<file path="src/hw/rtl/ps2kbd_pkg.sv">
// ----------------------------------------------------------------------------
// PS/2 keyboard decoder package
// Shared types, scan codes and the set 2 key table with its lookup function.
// ----------------------------------------------------------------------------
package ps2kbd_pkg;

	// Prefix bytes of scan code set 2.
	localparam logic [7:0] CODE_BREAK    = 8'hF0;
	localparam logic [7:0] CODE_EXTEND   = 8'hE0;

	// Modifier and lock key codes.
	localparam logic [7:0] CODE_LSHIFT   = 8'h12;
	localparam logic [7:0] CODE_RSHIFT   = 8'h59;
	localparam logic [7:0] CODE_CTRL     = 8'h14;
	localparam logic [7:0] CODE_CAPS     = 8'h58;
	localparam logic [7:0] CODE_SCROLL   = 8'h7E;
	localparam logic [7:0] CODE_NUM      = 8'h77;

	// Modifier held bits.
	localparam int MOD_LSHIFT = 0;
	localparam int MOD_RSHIFT = 1;
	localparam int MOD_LCTRL  = 2;
	localparam int MOD_RCTRL  = 3;

	// Lock bits.
	localparam int LOCK_CAPS   = 0;
	localparam int LOCK_NUM    = 1;
	localparam int LOCK_SCROLL = 2;

	// Lock state after reset: num lock on only.
	localparam logic [2:0] LOCK_RESET = 3'b010;

	// Side selection codes for shift and ctrl; left wins over right.
	localparam logic [1:0] SIDE_NONE  = 2'd0;
	localparam logic [1:0] SIDE_LEFT  = 2'd1;
	localparam logic [1:0] SIDE_RIGHT = 2'd2;

	localparam int KEY_COUNT = 68;
	localparam int KEY_IDX_W = 7;

	typedef logic [KEY_IDX_W-1:0] key_idx_t;

	// Decode phase of the prefix tracker.
	typedef enum logic [1:0] {
		PH_MAKE,
		PH_BREAK,
		PH_EXT_MAKE,
		PH_EXT_BREAK
	} phase_t;

	// Result of a key table search.
	typedef struct packed {
		logic     hit;
		key_idx_t index;
	} lookup_t;

	// Key table, in key index order.
	localparam logic [7:0] KEY_CODES [KEY_COUNT] = '{
		8'h1c, 8'h32, 8'h21, 8'h23, 8'h24, 8'h2b, 8'h34, 8'h33, 8'h43, 8'h3b,
		8'h42, 8'h4b, 8'h3a, 8'h31, 8'h44, 8'h4d, 8'h15, 8'h2d, 8'h1b, 8'h2c,
		8'h3c, 8'h2a, 8'h1d, 8'h22, 8'h35, 8'h1a,
		8'h45, 8'h16, 8'h1e, 8'h26, 8'h25, 8'h2e, 8'h36, 8'h3d, 8'h3e, 8'h46,
		8'h05, 8'h06, 8'h04, 8'h0c, 8'h03, 8'h0b, 8'h83, 8'h0a, 8'h01, 8'h09,
		8'h78, 8'h07,
		8'h29, 8'h71, 8'h52, 8'h55, 8'h41, 8'h4e, 8'h4a, 8'h4c, 8'h54, 8'h5d,
		8'h5b, 8'h75, 8'h72, 8'h6b, 8'h74, 8'h0d, 8'h76, 8'h37, 8'h5a, 8'h66
	};

	// Compare the code against every table entry in parallel; the lowest
	// matching position wins.
	function automatic lookup_t key_lookup(logic [7:0] code);
		lookup_t r;
		r.hit   = 1'b0;
		r.index = '0;
		for (int k = KEY_COUNT - 1; k >= 0; k--) begin
			if (KEY_CODES[k] == code) begin
				r.hit   = 1'b1;
				r.index = KEY_IDX_W'(k);
			end
		end
		return r;
	endfunction

endpackage

</file>
<file path="src/hw/rtl/ps2_keyboard_scan_decoder.sv">
// ----------------------------------------------------------------------------
// PS/2 keyboard scan code decoder
// Decodes set 2 scan code bytes into key events with modifier and lock state.
// ----------------------------------------------------------------------------
// Usage:
//   The input stream s_* carries one received scan code byte per item in
//   s_tdata[7:0]. The output stream m_* carries one key event per item for
//   each byte that completes a sequence naming a key in the key table;
//   prefixes, modifier keys, lock keys and unknown codes give no item.
//   A byte accepted into the input register is decoded from there, and its
//   event goes into the output register, which drives m_tvalid. One byte
//   is taken every cycle while s_tready is high; the decode state (prefix
//   phase, held modifiers, lock bits) is one register stage that is read
//   and updated by each byte as it leaves the input register.
//   When the receiver stalls, the event stays in the output register and
//   the next byte waits in the input register; s_tready drops only while
//   that waiting byte would produce another event. Bytes that produce no
//   event keep flowing. Reset clears both registers, puts the decoder in
//   the plain make phase with no modifiers held and num lock on.
// ----------------------------------------------------------------------------
module ps2_keyboard_scan_decoder (
	input  logic        clk,
	input  logic        arst_n,
	input  logic        s_tvalid,
	output logic        s_tready,
	input  logic [7:0]  s_tdata,   // [7:0] scan_byte
	output logic        m_tvalid,
	input  logic        m_tready,
	output logic [15:0] m_tdata,   // [6:0] key_index, [8:7] shift_mod,
	                               // [10:9] ctrl_mod, [13:11] lock_bits, zero fill
	output logic        m_tuser    // [0] key_down
);

	// Input register.
	logic       valid_s1;
	logic [7:0] byte_s1;

	// Decode state.
	ps2kbd_pkg::phase_t phase_q, phase_d;
	logic [3:0]         mod_q, mod_d;
	logic [2:0]         lock_q, lock_d;

	// Result register.
	logic                 out_valid_q;
	ps2kbd_pkg::key_idx_t out_index_q;
	logic                 out_down_q;
	logic [1:0]           out_shift_q;
	logic [1:0]           out_ctrl_q;
	logic [2:0]           out_lock_q;

	ps2kbd_pkg::lookup_t look;
	logic                emit;
	logic                down;
	logic                hit;
	logic                adv;
	logic [1:0]          shift_sel;
	logic [1:0]          ctrl_sel;

	// The byte in the input register moves on unless it would produce an
	// event while the previous one is still waiting.
	assign adv      = valid_s1 && (!out_valid_q || m_tready || !hit);
	assign s_tready = !valid_s1 || adv;

	// Input register.
	always_ff @(posedge clk or negedge arst_n) begin
		if (!arst_n) begin
			valid_s1 <= 1'b0;
		end else if (s_tready) begin
			valid_s1 <= s_tvalid;
		end
	end

	always_ff @(posedge clk) begin
		if (s_tready && s_tvalid) begin
			byte_s1 <= s_tdata;
		end
	end

	// Decode state registers, updated as each byte leaves the input register.
	always_ff @(posedge clk or negedge arst_n) begin
		if (!arst_n) begin
			phase_q <= ps2kbd_pkg::PH_MAKE;
			mod_q   <= '0;
			lock_q  <= ps2kbd_pkg::LOCK_RESET;
		end else if (adv) begin
			phase_q <= phase_d;
			mod_q   <= mod_d;
			lock_q  <= lock_d;
		end
	end

	// Next state and event decision for the byte in the input register.
	always_comb begin
		phase_d = phase_q;
		mod_d   = mod_q;
		lock_d  = lock_q;
		emit    = 1'b0;
		down    = 1'b0;
		look    = ps2kbd_pkg::key_lookup(byte_s1);
		unique case (phase_q)
			ps2kbd_pkg::PH_MAKE: begin
				if (byte_s1 == ps2kbd_pkg::CODE_BREAK) begin
					phase_d = ps2kbd_pkg::PH_BREAK;
				end else if (byte_s1 == ps2kbd_pkg::CODE_EXTEND) begin
					phase_d = ps2kbd_pkg::PH_EXT_MAKE;
				end else begin
					phase_d = ps2kbd_pkg::PH_MAKE;
					unique case (byte_s1)
						ps2kbd_pkg::CODE_LSHIFT: mod_d[ps2kbd_pkg::MOD_LSHIFT] = 1'b1;
						ps2kbd_pkg::CODE_RSHIFT: mod_d[ps2kbd_pkg::MOD_RSHIFT] = 1'b1;
						ps2kbd_pkg::CODE_CTRL:   mod_d[ps2kbd_pkg::MOD_LCTRL]  = 1'b1;
						ps2kbd_pkg::CODE_CAPS: begin
							lock_d[ps2kbd_pkg::LOCK_CAPS] = !lock_q[ps2kbd_pkg::LOCK_CAPS];
						end
						ps2kbd_pkg::CODE_SCROLL: begin
							lock_d[ps2kbd_pkg::LOCK_SCROLL] =
								!lock_q[ps2kbd_pkg::LOCK_SCROLL];
						end
						ps2kbd_pkg::CODE_NUM: begin
							lock_d[ps2kbd_pkg::LOCK_NUM] = !lock_q[ps2kbd_pkg::LOCK_NUM];
						end
						default: begin
							emit = 1'b1;
							down = 1'b1;
						end
					endcase
				end
			end
			ps2kbd_pkg::PH_BREAK: begin
				if (byte_s1 == ps2kbd_pkg::CODE_BREAK ||
				    byte_s1 == ps2kbd_pkg::CODE_EXTEND) begin
					phase_d = ps2kbd_pkg::PH_BREAK;
				end else begin
					phase_d = ps2kbd_pkg::PH_MAKE;
					unique case (byte_s1)
						ps2kbd_pkg::CODE_LSHIFT: mod_d[ps2kbd_pkg::MOD_LSHIFT] = 1'b0;
						ps2kbd_pkg::CODE_RSHIFT: mod_d[ps2kbd_pkg::MOD_RSHIFT] = 1'b0;
						ps2kbd_pkg::CODE_CTRL:   mod_d[ps2kbd_pkg::MOD_LCTRL]  = 1'b0;
						default:                 emit = 1'b1;
					endcase
				end
			end
			ps2kbd_pkg::PH_EXT_MAKE: begin
				if (byte_s1 == ps2kbd_pkg::CODE_BREAK ||
				    byte_s1 == ps2kbd_pkg::CODE_EXTEND) begin
					phase_d = ps2kbd_pkg::PH_EXT_BREAK;
				end else begin
					phase_d = ps2kbd_pkg::PH_MAKE;
					if (byte_s1 == ps2kbd_pkg::CODE_CTRL) begin
						mod_d[ps2kbd_pkg::MOD_RCTRL] = 1'b1;
					end else begin
						emit = 1'b1;
						down = 1'b1;
					end
				end
			end
			ps2kbd_pkg::PH_EXT_BREAK: begin
				if (byte_s1 == ps2kbd_pkg::CODE_BREAK ||
				    byte_s1 == ps2kbd_pkg::CODE_EXTEND) begin
					phase_d = ps2kbd_pkg::PH_EXT_BREAK;
				end else begin
					phase_d = ps2kbd_pkg::PH_MAKE;
					if (byte_s1 == ps2kbd_pkg::CODE_CTRL) begin
						mod_d[ps2kbd_pkg::MOD_RCTRL] = 1'b0;
					end else begin
						emit = 1'b1;
					end
				end
			end
			default: begin
				phase_d = ps2kbd_pkg::PH_MAKE;
			end
		endcase
	end

	assign hit = emit && look.hit;

	// Shift and ctrl sides as seen before this byte; left wins over right.
	assign shift_sel = mod_q[ps2kbd_pkg::MOD_LSHIFT] ? ps2kbd_pkg::SIDE_LEFT :
	                   mod_q[ps2kbd_pkg::MOD_RSHIFT] ? ps2kbd_pkg::SIDE_RIGHT :
	                                                   ps2kbd_pkg::SIDE_NONE;
	assign ctrl_sel  = mod_q[ps2kbd_pkg::MOD_LCTRL]  ? ps2kbd_pkg::SIDE_LEFT :
	                   mod_q[ps2kbd_pkg::MOD_RCTRL]  ? ps2kbd_pkg::SIDE_RIGHT :
	                                                   ps2kbd_pkg::SIDE_NONE;

	// Result register valid flag.
	always_ff @(posedge clk or negedge arst_n) begin
		if (!arst_n) begin
			out_valid_q <= 1'b0;
		end else if (adv && hit) begin
			out_valid_q <= 1'b1;
		end else if (m_tready) begin
			out_valid_q <= 1'b0;
		end
	end

	// Result register payload.
	always_ff @(posedge clk) begin
		if (adv && hit) begin
			out_index_q <= look.index;
			out_down_q  <= down;
			out_shift_q <= shift_sel;
			out_ctrl_q  <= ctrl_sel;
			out_lock_q  <= lock_q;
		end
	end

	assign m_tvalid = out_valid_q;
	assign m_tdata  = {2'b00, out_lock_q, out_ctrl_q, out_shift_q, out_index_q};
	assign m_tuser  = out_down_q;

`ifndef ASSERT_OFF
	// An event from the decoder always lands in the result register.
	a_event_lands: assert property (@(posedge clk) disable iff (!arst_n)
		adv && hit |=> m_tvalid)
		else $error("decoded key event did not reach the output register");

	// A new event appears only when a decoded byte produced one.
	a_no_phantom: assert property (@(posedge clk) disable iff (!arst_n)
		$rose(out_valid_q) |-> $past(adv && hit))
		else $error("output event appeared without a decoded key");

	// Decode state moves only with a byte leaving the input register.
	a_state_hold: assert property (@(posedge clk) disable iff (!arst_n)
		!adv |=> $stable(phase_q) && $stable(mod_q) && $stable(lock_q))
		else $error("decode state changed without a byte");

	// A pending event is never overwritten by the next decoded key.
	a_no_overrun: assert property (@(posedge clk) disable iff (!arst_n)
		out_valid_q && !m_tready |-> !(adv && hit))
		else $error("key event overwritten while output stalled");
`endif

endmodule

</file>
<file path="config.mk">
export PLATFORM = sky130hd
export DESIGN_NAME = ps2_keyboard_scan_decoder
export DESIGN_NICKNAME = d
export VERILOG_FILES = /design/src/hw/rtl/ps2kbd_pkg.sv /design/src/hw/rtl/ps2_keyboard_scan_decoder.sv
export SDC_FILE = /design/constraint.sdc
export NUM_CORES = 1
export LEC_CHECK = 0
export BUFFER_PORTS_ARGS = -buffer_cell sky130_fd_sc_hd__buf_2
export CELL_PAD_IN_SITES_DETAIL_PLACEMENT = 0
export CELL_PAD_IN_SITES_GLOBAL_PLACEMENT = 1
export CORE_MARGIN = 2
export CORE_UTILIZATION = 40
export DETAILED_ROUTE_END_ITERATION = 12
export GPL_ROUTABILITY_DRIVEN = 0
export PLACE_DENSITY_LB_ADDON = 0.1
export SYNTH_ARGS = -nofsm -noshare
export SYNTH_HDL_FRONTEND = slang
export SYNTH_SLANG_ARGS = --single-unit
</file>
<file path="constraint.sdc">
create_clock -name clk -period 3 [get_ports clk]
set_clock_uncertainty 0.15 [all_clocks]
set_input_delay 0.6 -clock clk [delete_from_list [all_inputs] [get_ports clk]]
set_output_delay 0.6 -clock clk [all_outputs]
set_load 0.01 [all_outputs]
</file>
==> impl_results.rst, run 1 <==
.. list-table::
   :header-rows: 1

   * - Metric
     - Value
   * - Port buffer count
     - 28
   * - H-tree lvl count
     - 2
   * - Gate count of the mapped netlist
     - 310
   * - Final min period
     - 3250 ps
   * - Die boundary height
     - 86.3 microns
   * - Count of final setup violators
     - 1
   * - Area leader, netlist
     - edfxtp_1
   * - Crit path launch type
     - register
   * - Period utilisation layout
     - 108%
   * - Status
     - finished, violations left
   * - Via count of the first global-routing pass
     - 2614
   * - DRC violations left
     - 0
   * - Hpwl dp
     - 6160 microns
   * - Post-detailed-placement cell area
     - 3210 sq um
   * - Final global-route overflow total
     - 0
   * - Biggest cell delay along the critical path
     - 580 ps
   * - Max-slew headroom
     - 63.7%
   * - Routed wirelength normalized by instance count
     - 18.7 microns
   * - Worst hold path type
     - input pin to async pin
   * - Proportion of layout cells with a drive suffix above 1
     - 32.2%
   * - Number of buffers on the longest clock path
     - 2
   * - Iteration count of the initial detailed-routing pass
     - 7
   * - Power share of the combinational group
     - 25.2%
   * - Total design power
     - 1.43 mW
   * - Most repeated cell in the gate-level netlist after synthesis
     - nand2_1
   * - Width of the chip
     - 86.3 microns
   * - Crit path max fanout
     - 4
   * - Count of state elements after synthesis
     - 34
   * - Number of antenna violations at the first check in global routing
     - 0
   * - Crit Path Category
     - register to output port
   * - Largest net degree at the start of global routing
     - 33
   * - Final Hold Viols
     - 0
   * - Area growth from synthesis to layout
     - 29.8%
   * - Yosys synthesis warning count
     - 0
   * - Number of buffer and inverter instances along the worst setup path
     - 2
   * - Worst path setup slack after routing
     - -247 ps
   * - Total die area
     - 7440 sq um
   * - Share of power burned in the clock network
     - 35.4%
   * - Commonest cells in the netlist
     - nand2_1 (27), edfxtp_1 (23), nor2_1 (23), o21ai_0 (18), nor3_1 (17)
   * - Overall via count from detail_route
     - 2818
   * - Post-detailed-route via-to-cell ratio
     - 6.10
   * - Asr flop ratio synth
     - 32.4%
   * - Clock Sinks
     - 34
   * - Largest cells by area after synthesis
     - edfxtp_1 (26%), dfrtp_1 (9.2%), nand2_1 (3.7%), o21ai_0 (3.3%), nor2_1 (3.2%)
   * - Number of synthesized flops with an enable pin
     - 23
   * - Total Nets Final
     - 396
   * - Switching power share of the total
     - 27.3%
   * - Share of the synthesized area in the top cell type
     - 25.5%
   * - Antenna-violating nets left
     - 0
   * - Initial Util
     - 41.9%
   * - P_sw
     - 391 uW
   * - Worst path top cell family by delay
     - simple AND/OR/NAND/NOR gates
   * - Worst Path Required
     - 2250 ps
   * - Final-report max-slew violation count
     - 0
   * - Total number of placement rows
     - 29
   * - GRT Overall Usage
     - 23.1%
   * - Number of buffers created by CTS
     - 5
   * - Worst skew pair latency
     - 290 ps
   * - Number of ports placed on the die boundary
     - 31
   * - Power per Cell Area
     - 407 nW/um^2
   * - Count of distinct cell types in the synthesized netlist
     - 71
   * - Kind of capture point of the worst setup path
     - output port
   * - Final wirelength
     - 8650 microns
   * - Number of design-rule violations left by the first detailed-router iteration
     - 389
   * - Final setup TNS
     - -247 ps
   * - Clock transition at the registers of the reported paths
     - 70 ps
   * - Static leakage
     - 1.44 nW
   * - Violations in the final reports
     - negative setup slack
   * - Clock tree from TritonCTS
     - done
   * - Global-route wire length before repair
     - 13300 microns
   * - Inserted Diodes
     - 0
   * - Endpoint arrival time on the critical path
     - 2500 ps
   * - Prevailing post-synth register cell
     - edfxtp_1
   * - Clock root cell
     - clkbuf_8
   * - Sequential area share after synthesis
     - 35.7%
   * - Non-filler cells, final
     - 462
   * - Fin area
     - 3510 sq um
   * - Max VDD drop
     - 0.000566 V
   * - Highest clock frequency the design can meet
     - 0.308 GHz
   * - Number of instances in the placed design
     - 441
   * - Sequential power share
     - 39.4%
   * - Std-Cell Core Area
     - 6460 sq um
   * - Cells traversed along the worst timing path
     - buf_4, or4_1, o32ai_2, a311oi_1, nand3_1, nor4_4, nor2b_2, nand2_1, buf_2
   * - Netlist Area Pre-Place
     - 2710 sq um
   * - Max-cap violation count
     - 0
   * - Tightest Pin Transition
     - 540 ps
   * - RSZ-0062 raised after global routing
     - yes
   * - Syn_area_per_cell
     - 8.73 sq um
   * - Layout Utilization
     - 54.4%
   * - Cell-internal power
     - 1.04 mW
   * - Critical-path top delay cell
     - or4_1
through the flow:
| step | hold WS, ps | worst slack (ps) |
|---|---|---|
| 2_1_floorplan | 154 | 97.5 |
| 3_3_place_gp | 301 | 6.59 |
| 3_5_place_dp | 312 | 8.65 |
| 4_1_cts | 25.5 | -248 |
| 5_1_grt | 43.1 | -369 |
| 6_report | 22.8 | -247 |
cell type report:
type,count,area [sq um]
fillers,616,2950
multi-input cells,242,1560
clock buffers,5,68.8
flip-flops and latches,34,967
well taps,77,96.3
repair buffers,94,726
inverters,7,26.3
clock inverters,3,68.8
kinds of logic after synthesis:
group / synth area share (%)
DFF: 35.7
xor gates and xnor gates: 2.27
muxes: 0.740
and+or+nand+nor: 30.5
buffers and inverters: 8.55
AOI/OAI and AO/OA: 22.1
other: 0.139
cells in the final DEF, fill, tap and decap left out, types with 3 or more instances in the layout:
master,instances
or2_2,4
a211oi_1,3
o32ai_1,5
edfxtp_1,23
nand2b_1,8
xor2_1,5
o22ai_1,7
buf_2,28
or3_1,3
and3_1,3
o211ai_1,3
or3b_1,3
inv_1,7
nor2_1,23
nor4_1,6
nand3_1,13
o21ai_0,18
buf_12,6
a31oi_1,3
dfrtp_1,10
clkbuf_8,5
or4b_4,3
a21oi_1,16
nor2b_1,8
buf_4,58
nand2_1,26
nor3_1,17
a32oi_1,4
sequential cells by signal, summed over array words and instances, names as in the netlist:
signal	count
m_tuser	1
out_index_q	7
valid_s1	1
mod_q	4
byte_s1	8
lock_q	3
phase_q	2
out_lock_q	3
m_tvalid	1
out_shift_q	2
out_ctrl_q	2
power groups by stage:
stage | clock network (mW) | logic (mW) | registers, mW
global route | 0.533 | 0.388 | 0.567
detailed placement | 0 | 0.321 | 0.577
CTS | 0.516 | 0.334 | 0.565
finish | 0.506 | 0.360 | 0.563
global placement | 0 | 0.323 | 0.576
floorplan | 0 | 0.191 | 0.580
routing by layer:
layer  vias up  routed length (microns)  track usage [%]  part of all wire, %
met5         -                        0                0                    0
met4         0                      283             9.23                  3.3
met3        30                      808             4.38                  9.3
met2       181                     3860             35.7                   45
met1      1277                     3690             32.0                   43
li1       1330                        -                -                    -
worst paths after layout:
path	from	to	slack (ps)	cells after the start
max in group asynchronous	arst_n	lock_q[1]$_DFFE_PN1P_	2400	1
min in group clk	lock_q[0]$_DFFE_PN0P_	lock_q[0]$_DFFE_PN0P_	320	1
worst min-delay path	arst_n	mod_q[2]$_DFFE_PN0P_	20	1
worst max-delay path	byte_s1[6]$_DFFE_PP_	s_tready	-250	9
worst max register to register	byte_s1[1]$_DFFE_PP_	byte_s1[2]$_DFFE_PP_	70	10
worst min register to register	lock_q[0]$_DFFE_PN0P_	lock_q[0]$_DFFE_PN0P_	320	1
timing repair:
| item | in CTS | in global routing |
|---|---|---|
| buffers inserted | 7 | 5 |
| pin swaps | 1 | 2 |
| hold buffers | 0 | 0 |
| endpoints found under the setup margin | 1 | 24 |
| gates resized for setup | 3 | 8 |
| cloned | 0 | 1 |
Note: power is estimated with default switching activity, not from simulation.
==> run 2, diff against run 1 <==
--- a/config.mk
+++ b/config.mk
@@ -13,6 +13,7 @@
 export DETAILED_ROUTE_END_ITERATION = 12
 export GPL_ROUTABILITY_DRIVEN = 0
 export PLACE_DENSITY_LB_ADDON = 0.1
+export RECOVER_POWER = 100
 export SYNTH_ARGS = -nofsm -noshare
 export SYNTH_HDL_FRONTEND = slang
 export SYNTH_SLANG_ARGS = --single-unit
==> constraint.sdc (replaced) <==
create_clock -name clk -period 2.7 [get_ports clk]
set_clock_uncertainty 0.15 [all_clocks]
set_input_delay 0.54 -clock clk [delete_from_list [all_inputs] [get_ports clk]]
set_output_delay 0.54 -clock clk [all_outputs]
set_load 0.01 [all_outputs]
==> impl_results.rst, run 2 (synthesis results as in run 1) <==
.. list-table::
   :header-rows: 1

   * - Metric
     - Value
   * - H-tree lvl count
     - 2 (unchanged)
   * - Proportion of layout cells with a drive suffix above 1
     - 32.5% (+0.25 points)
   * - Max VDD drop
     - 0.000370 V (-35%)
   * - Most common cell after layout, fill and taps aside
     - buf_4
   * - Largest net degree at the start of global routing
     - 26 (-21%)
   * - Violations in the final reports
     - negative setup slack
   * - Iteration count of the initial detailed-routing pass
     - 6 (-1)
   * - Crit Path Category
     - register to output port
   * - Clock root cell
     - clkbuf_8
   * - Antenna-violating nets left
     - 0 (unchanged)
   * - Overall via count from detail_route
     - 2856 (+1.3%)
   * - Worst R2R Path Depth
     - 11 (+1)
   * - Post-detailed-route via-to-cell ratio
     - 5.76 (-5.6%)
   * - Max-slew headroom
     - 57.5% (-6.2 points)
   * - Worst Setup Slack post-DPL
     - -251 ps (-260 ps)
   * - Routed wirelength normalized by instance count
     - 17.3 microns (-7.7%)
   * - Period utilisation layout
     - 119%
   * - Hpwl dp
     - 6800 microns (+10%)
   * - Endpoint arrival time on the critical path
     - 2540 ps (+40 ps)
   * - Width of the chip
     - 86.3 microns (unchanged)
   * - Static leakage
     - 1.54 nW (+6.8%)
   * - Clock Sinks
     - 34 (unchanged)
   * - Number of buffers on the longest clock path
     - 2 (unchanged)
   * - Biggest cell delay along the critical path
     - 500 ps (-80 ps)
   * - Worst Setup SP
     - byte_s1[1]$_DFFE_PP_
   * - Via count of the first global-routing pass
     - 2635 (+0.80%)
   * - FILL cells
     - 609 (-1.1%)
   * - Critical Path Stages
     - 9 (unchanged)
   * - Final Hold Viols
     - 0 (unchanged)
   * - Number of antenna violations at the first check in global routing
     - 0 (unchanged)
   * - Total Nets Final
     - 430 (+8.6%)
   * - Status
     - finished, violations left
   * - Worst Hold Margin
     - 282 ps (+259 ps)
   * - Final-report max-slew violation count
     - 0 (unchanged)
   * - Worst path top cell family by delay
     - simple AND/OR/NAND/NOR gates
   * - Register name with the most flops
     - byte_s1
   * - Total die area
     - 7440 sq um (unchanged)
   * - Worst hold path type
     - input pin to register
   * - Largest registers
     - byte_s1: 8 flops, out_index_q: 7 flops, mod_q: 4 flops
   * - Sequential cell area
     - 967 sq um (unchanged)
   * - DRC violations left
     - 0 (unchanged)
   * - Highest-count cells in the layout ignoring fill and taps
     - buf_4 (83), nand2_1 (26), nor2_1 (23), edfxtp_1 (23), clkbuf_1 (21)
   * - Final global-route overflow total
     - 0 (unchanged)
   * - Clock tree from TritonCTS
     - done
   * - Launch point of the worst hold path
     - s_tdata[5]
   * - Worst Path Required
     - 2010 ps (-240 ps)
   * - Kind of capture point of the worst setup path
     - output port
   * - Clock transition at the registers of the reported paths
     - 70 ps (about the same)
   * - Global-route wire length before repair
     - 13700 microns (+3.2%)
   * - Number of design-rule violations left by the first detailed-router iteration
     - 369 (-5.1%)
   * - Initial Util
     - 41.9% (unchanged)
   * - Worst reg2reg startpoint
     - byte_s1[1]$_DFFE_PP_
   * - Area of the multi-input gates
     - 1560 sq um (+0.16%)
   * - Cells traversed along the worst timing path
     - buf_12, or4b_4, o32ai_2, a41o_1, or4_4, nor4_4, nor2b_2, nand2_1, buf_2
   * - Worst skew pair latency
     - 280 ps (about the same)
   * - Max-cap violation count
     - 0 (unchanged)
   * - Inserted Diodes
     - 0 (unchanged)
   * - Crit path max fanout
     - 21 (+17)
   * - Die boundary height
     - 86.3 microns (unchanged)
   * - Std-Cell Core Area
     - 6460 sq um (unchanged)
   * - Number of buffers created by CTS
     - 5 (unchanged)
   * - Number of ports placed on the die boundary
     - 31 (unchanged)
   * - Number of buffer and inverter instances along the worst setup path
     - 2 (unchanged)
   * - Total number of placement rows
     - 29 (unchanged)
   * - Worst hold stages
     - 1
   * - Worst path setup slack after routing
     - -526 ps (-279 ps)
   * - Port buffer count
     - 28 (unchanged)
   * - Final min period
     - 3230 ps
   * - Tightest Pin Transition
     - 638 ps (+97.3 ps)
   * - Area growth from synthesis to layout
     - 37.3%
   * - Final wirelength
     - 8570 microns (-0.88%)
   * - Count of final setup violators
     - 26 (+25)
   * - Largest register FFs
     - 8 (unchanged)
   * - GRT Overall Usage
     - 23.9% (+0.75 points)
   * - Critical-path top delay cell
     - or4_4
   * - Highest clock frequency the design can meet
     - 0.310 GHz
   * - Power per Cell Area
     - 429 nW/um^2 (+5.5%)
   * - RSZ-0062 raised after global routing
     - yes
   * - Crit path launch type
     - register
run 2: cell count changes in the layout (fill, tap and decap cells not counted), moves of 2 or more:
cell and change:
buf_2 -17, buf_4 +25, buf_6 +3, clkbuf_1 +21, clkbuf_4 +2
run 2: what timing repair did:
| action | 4_1_cts | 5_1_grt |
|---|---|---|
| setup endpoints to repair | 24 | 28 |
| setup buffers | 2 | 0 |
| gates resized for setup | 7 | 4 |
| hold endpoints to repair | 10 | 0 |
| pin swaps | 2 | 1 |
| hold buffers | 1 | 0 |
run 2: final cells by class:
class                      count  area share (%)
tap                           77            2.59
timing repair buffer         128            24.9
clock inverter                 3            1.85
clock buffer                   5            1.85
inverter                       7           0.707
multi-input combinational    242            42.0
sequential                    34            26.0
run 2: power breakdown:
group          total [mW]  internal (mW)  switching (mW)  leakage [nW]
sequential          0.630          0.605          0.0249         0.358
clock               0.550          0.370           0.180        0.0683
combinational       0.415          0.196           0.219          1.11
run 2: final timing paths:
| check | endpoint | slack [ps] |
|---|---|---|
| setup / recovery | s_tready | -530 |
| hold / removal | byte_s1[5]$_DFFE_PP_ | 280 |
| setup reg to reg | byte_s1[3]$_DFFE_PP_ | -350 |
| hold reg to reg | lock_q[0]$_DFFE_PN0P_ | 320 |
| max in group asynchronous | phase_q[1]$_DFFE_PN0P_ | 1360 |
| min in group asynchronous | lock_q[0]$_DFFE_PN0P_ | 640 |
run 2: worst register-to-register path, stage by stage (launching register included):
cell and delay (ps):
edfxtp_1 410, buf_12 170, or4b_4 220, o32ai_2 90, a41o_1 230, or4_4 500, nor4_4 350, nor2b_2 100
buf_4 150, buf_6 110, a21boi_2 140, buf_6 150
run 2: stage by stage:
step	cells	area, sq um	util, %	TNS (ps)	power (mW)
finish	496	3710	57.5	-6440	1.59
global route	496	3710	57.5	-8510	1.67
CTS	496	3740	57.9	-5350	1.61
detailed placement	485	3550	55.0	-4150	1.04
global placement	485	3550	55.0	-3390	1.04
floorplan	311	2730	-	-290	0.860
run 2: per-layer routing:
metal / wire [microns] / up-vias / track usage, %
li1: - / 1393 / -
met1: 3970 / 1306 / 34.4
met2: 3820 / 141 / 36.9
met3: 586 / 16 / 4.10
met4: 196 / 0 / 7.10
met5: 0 / - / 0
==> run 3, diff against run 2 <==
--- a/config.mk
+++ b/config.mk
@@ -6,10 +6,11 @@
 export NUM_CORES = 1
 export LEC_CHECK = 0
 export BUFFER_PORTS_ARGS = -buffer_cell sky130_fd_sc_hd__buf_2
+export CAP_MARGIN = 5
 export CELL_PAD_IN_SITES_DETAIL_PLACEMENT = 0
 export CELL_PAD_IN_SITES_GLOBAL_PLACEMENT = 1
 export CORE_MARGIN = 2
-export CORE_UTILIZATION = 40
+export CORE_UTILIZATION = 45
 export DETAILED_ROUTE_END_ITERATION = 12
 export GPL_ROUTABILITY_DRIVEN = 0
 export PLACE_DENSITY_LB_ADDON = 0.1
==> constraint.sdc (replaced) <==
create_clock -name clk -period 3.7 [get_ports clk]
set_clock_uncertainty 0.15 [all_clocks]
set_input_delay 0.74 -clock clk [delete_from_list [all_inputs] [get_ports clk]]
set_output_delay 0.74 -clock clk [all_outputs]
set_load 0.01 [all_outputs]
==> impl_results.rst, run 3 (synthesis results as in run 1) <==
.. list-table::
   :header-rows: 1

   * - Metric
     - Value
   * - Status
     - completed
   * - Static leakage
     - 1.19 nW (-22%)
   * - Number of antenna violations at the first check in global routing
     - 0 (unchanged)
   * - Clock tree from TritonCTS
     - done
   * - Global-route wire length before repair
     - 12100 microns (-12%)
   * - Port buffer count
     - 28 (unchanged)
   * - Post-detailed-route via-to-cell ratio
     - 6.27 (+8.9%)
   * - Largest registers
     - byte_s1: 8 flops, out_index_q: 7 flops, mod_q: 4 flops
   * - Max-slew headroom
     - 48.2% (-9.3 points)
   * - Number of buffers on the longest clock path
     - 2 (unchanged)
   * - Highest clock frequency the design can meet
     - 0.285 GHz
   * - Worst reg2reg endpoint
     - byte_s1[7]$_DFFE_PP_
   * - GRT Overall Usage
     - 24.2% (+0.30 points)
   * - Antenna-violating nets left
     - 0 (unchanged)
   * - Post-detailed-placement cell area
     - 2960 sq um (-17%)
   * - Final-report max-slew violation count
     - 0 (unchanged)
   * - Total Nets Final
     - 362 (-16%)
   * - Initial Util
     - 46.3% (+4.4 points)
   * - Largest net degree at the start of global routing
     - 46 (+77%)
   * - Final setup TNS
     - 0 ps (+6440 ps)
   * - Clock Sinks
     - 34 (unchanged)
   * - Tightest Pin Transition
     - 771 ps (+133 ps)
   * - Worst skew pair latency
     - 280 ps (about the same)
   * - Worst R2R Path Depth
     - 11 (unchanged)
   * - Max-cap violation count
     - 0 (unchanged)
   * - Highest-count cells in the layout ignoring fill and taps
     - nand2_1 (27), nor2_1 (23), edfxtp_1 (23)
   * - Count of final setup violators
     - 0 (-100%)
   * - RSZ-0062 raised after global routing
     - no
   * - Most common cell after layout, fill and taps aside
     - nand2_1
   * - Std-Cell Core Area
     - 5850 sq um (-9.4%)
   * - Post-cts sizing count
     - 0 (-7)
   * - Clock transition at the registers of the reported paths
     - 70 ps (about the same)
   * - Clock root cell
     - clkbuf_8
   * - Proportion of layout cells with a drive suffix above 1
     - 16.2% (-16 points)
   * - DRC violations left
     - 0 (unchanged)
   * - Power per Cell Area
     - 353 nW/um^2 (-18%)
   * - Inserted Diodes
     - 0 (unchanged)
   * - Endpoint arrival time on the critical path
     - 2620 ps (+80 ps)
   * - Worst reg2reg startpoint
     - byte_s1[5]$_DFFE_PP_
   * - Crit path launch type
     - register
   * - Hpwl dp
     - 5540 microns (-19%)
   * - Period utilisation layout
     - 95.0%
   * - Routed wirelength normalized by instance count
     - 18.0 microns (+4.0%)
   * - Number of buffers created by CTS
     - 5 (unchanged)
   * - Number of design-rule violations left by the first detailed-router iteration
     - 315 (-15%)
   * - Largest register FFs
     - 8 (unchanged)
   * - Area growth from synthesis to layout
     - 15.4%
   * - Via count of the first global-routing pass
     - 2334 (-11%)
   * - Final min period
     - 3510 ps
   * - Worst hold path type
     - input pin to async pin
   * - Width of the chip
     - 81.6 microns (-5.5%)
   * - H-tree lvl count
     - 2 (unchanged)
   * - Crit Path Category
     - register to output port
   * - Iteration count of the initial detailed-routing pass
     - 7 (+1)
   * - Worst Setup SP
     - byte_s1[5]$_DFFE_PP_
   * - Number of ports placed on the die boundary
     - 31 (unchanged)
   * - Max VDD drop
     - 0.000354 V (-4.2%)
   * - Total number of placement rows
     - 28 (-3.4%)
   * - Die boundary height
     - 81.6 microns (-5.5%)
   * - Final wirelength
     - 7660 microns (-11%)
   * - Crit path max fanout
     - 16 (-24%)
   * - Fin area
     - 3120 sq um (-16%)
   * - Register-to-register setup slack
     - 400 ps (+750 ps)
   * - Kind of capture point of the worst setup path
     - output port
   * - Crit path to
     - s_tready
   * - Final Hold Viols
     - 0 (unchanged)
   * - Register name with the most flops
     - byte_s1
   * - Overall via count from detail_route
     - 2671 (-6.5%)
   * - Worst Hold Margin
     - 281 ps (-0.448 ps)
   * - Worst Path Required
     - 2810 ps (+800 ps)
   * - Total die area
     - 6650 sq um (-11%)
   * - Final global-route overflow total
     - 0 (unchanged)
[run 3: cell types whose count changed in the layout (fill, tap and decap cells not counted), moves of 2 or more]
| cell | previous run | this run |
|---|---|---|
| o32ai_1 | 5 | 7 |
| buf_4 | 83 | 22 |
| or4b_1 | 3 | 5 |
| clkbuf_4 | 2 | 0 |
| o32ai_2 | 2 | 0 |
| or4b_4 | 2 | 0 |
| buf_6 | 3 | 0 |
[run 3: worst max-delay path, stage by stage (launching register included)]
cell,delay (ps)
edfxtp_1,610
buf_4,260
nand4b_1,160
buf_4,180
o32ai_1,90
a311oi_1,230
nand3_1,200
nor4_4,340
nor2b_2,80
nand2_1,70
clkbuf_2,120
[run 3: routing by layer]
| metal | routed length (microns) | GRT usage (%) | up-vias |
|---|---|---|---|
| met1 | 3190 | 32.9 | 1212 |
| met5 | 0 | 0 | - |
| li1 | - | - | 1258 |
| met4 | 307 | 10.5 | 0 |
| met3 | 766 | 5.05 | 26 |
| met2 | 3390 | 37.0 | 175 |
[run 3: worst min-delay path by stage]
stage                                startpoint                           end  slack (ps)
after floorplan                          arst_n         lock_q[0]$_DFFE_PN0P_         290
after global placement    lock_q[0]$_DFFE_PN0P_         lock_q[0]$_DFFE_PN0P_         300
after detailed placement   mod_q[0]$_DFFE_PN0P_  out_shift_q[0]$_SDFFCE_PP1P_         310
after CTS                                arst_n         lock_q[2]$_DFFE_PN0P_         170
after global routing                     arst_n          mod_q[2]$_DFFE_PN0P_         330
final                                    arst_n          mod_q[2]$_DFFE_PN0P_         280
[run 3: per-stage QoR]
step	utilization, %	setup slack, ps	std cells	power (mW)
final	53.4	185	426	1.10
after global placement	50.7	460	411	0.700
after detailed placement	50.7	420	411	0.698
after CTS	53.0	107	419	1.11
after floorplan	-	794	311	0.626
after global routing	53.4	12.2	426	1.15
[run 3: area by class of cell]
| cell class | instances | area [sq um] |
|---|---|---|
| Timing Repair Buffer | 60 | 388 |
| Sequential cell | 34 | 967 |
| Fill cell | 558 | 2730 |
| Clock inverter | 3 | 68.8 |
| Clock buffer | 5 | 68.8 |
| Tap cell | 75 | 93.8 |
| Inverter | 7 | 26.3 |
| Multi-Input combinational cell | 242 | 1510 |
[run 3: where the power goes]
group	total, mW	switching, mW	internal, mW
Combinational	0.235	0.143	0.0919
Sequential	0.460	0.0188	0.441
Clock	0.407	0.137	0.270
[run 3: timing repair]
action / CTS / global route
setup endpoints to repair: 0 / 1
setup buffers: 0 / 7
hold buffers: 0 / 0
hold endpoints to repair: 0 / 0
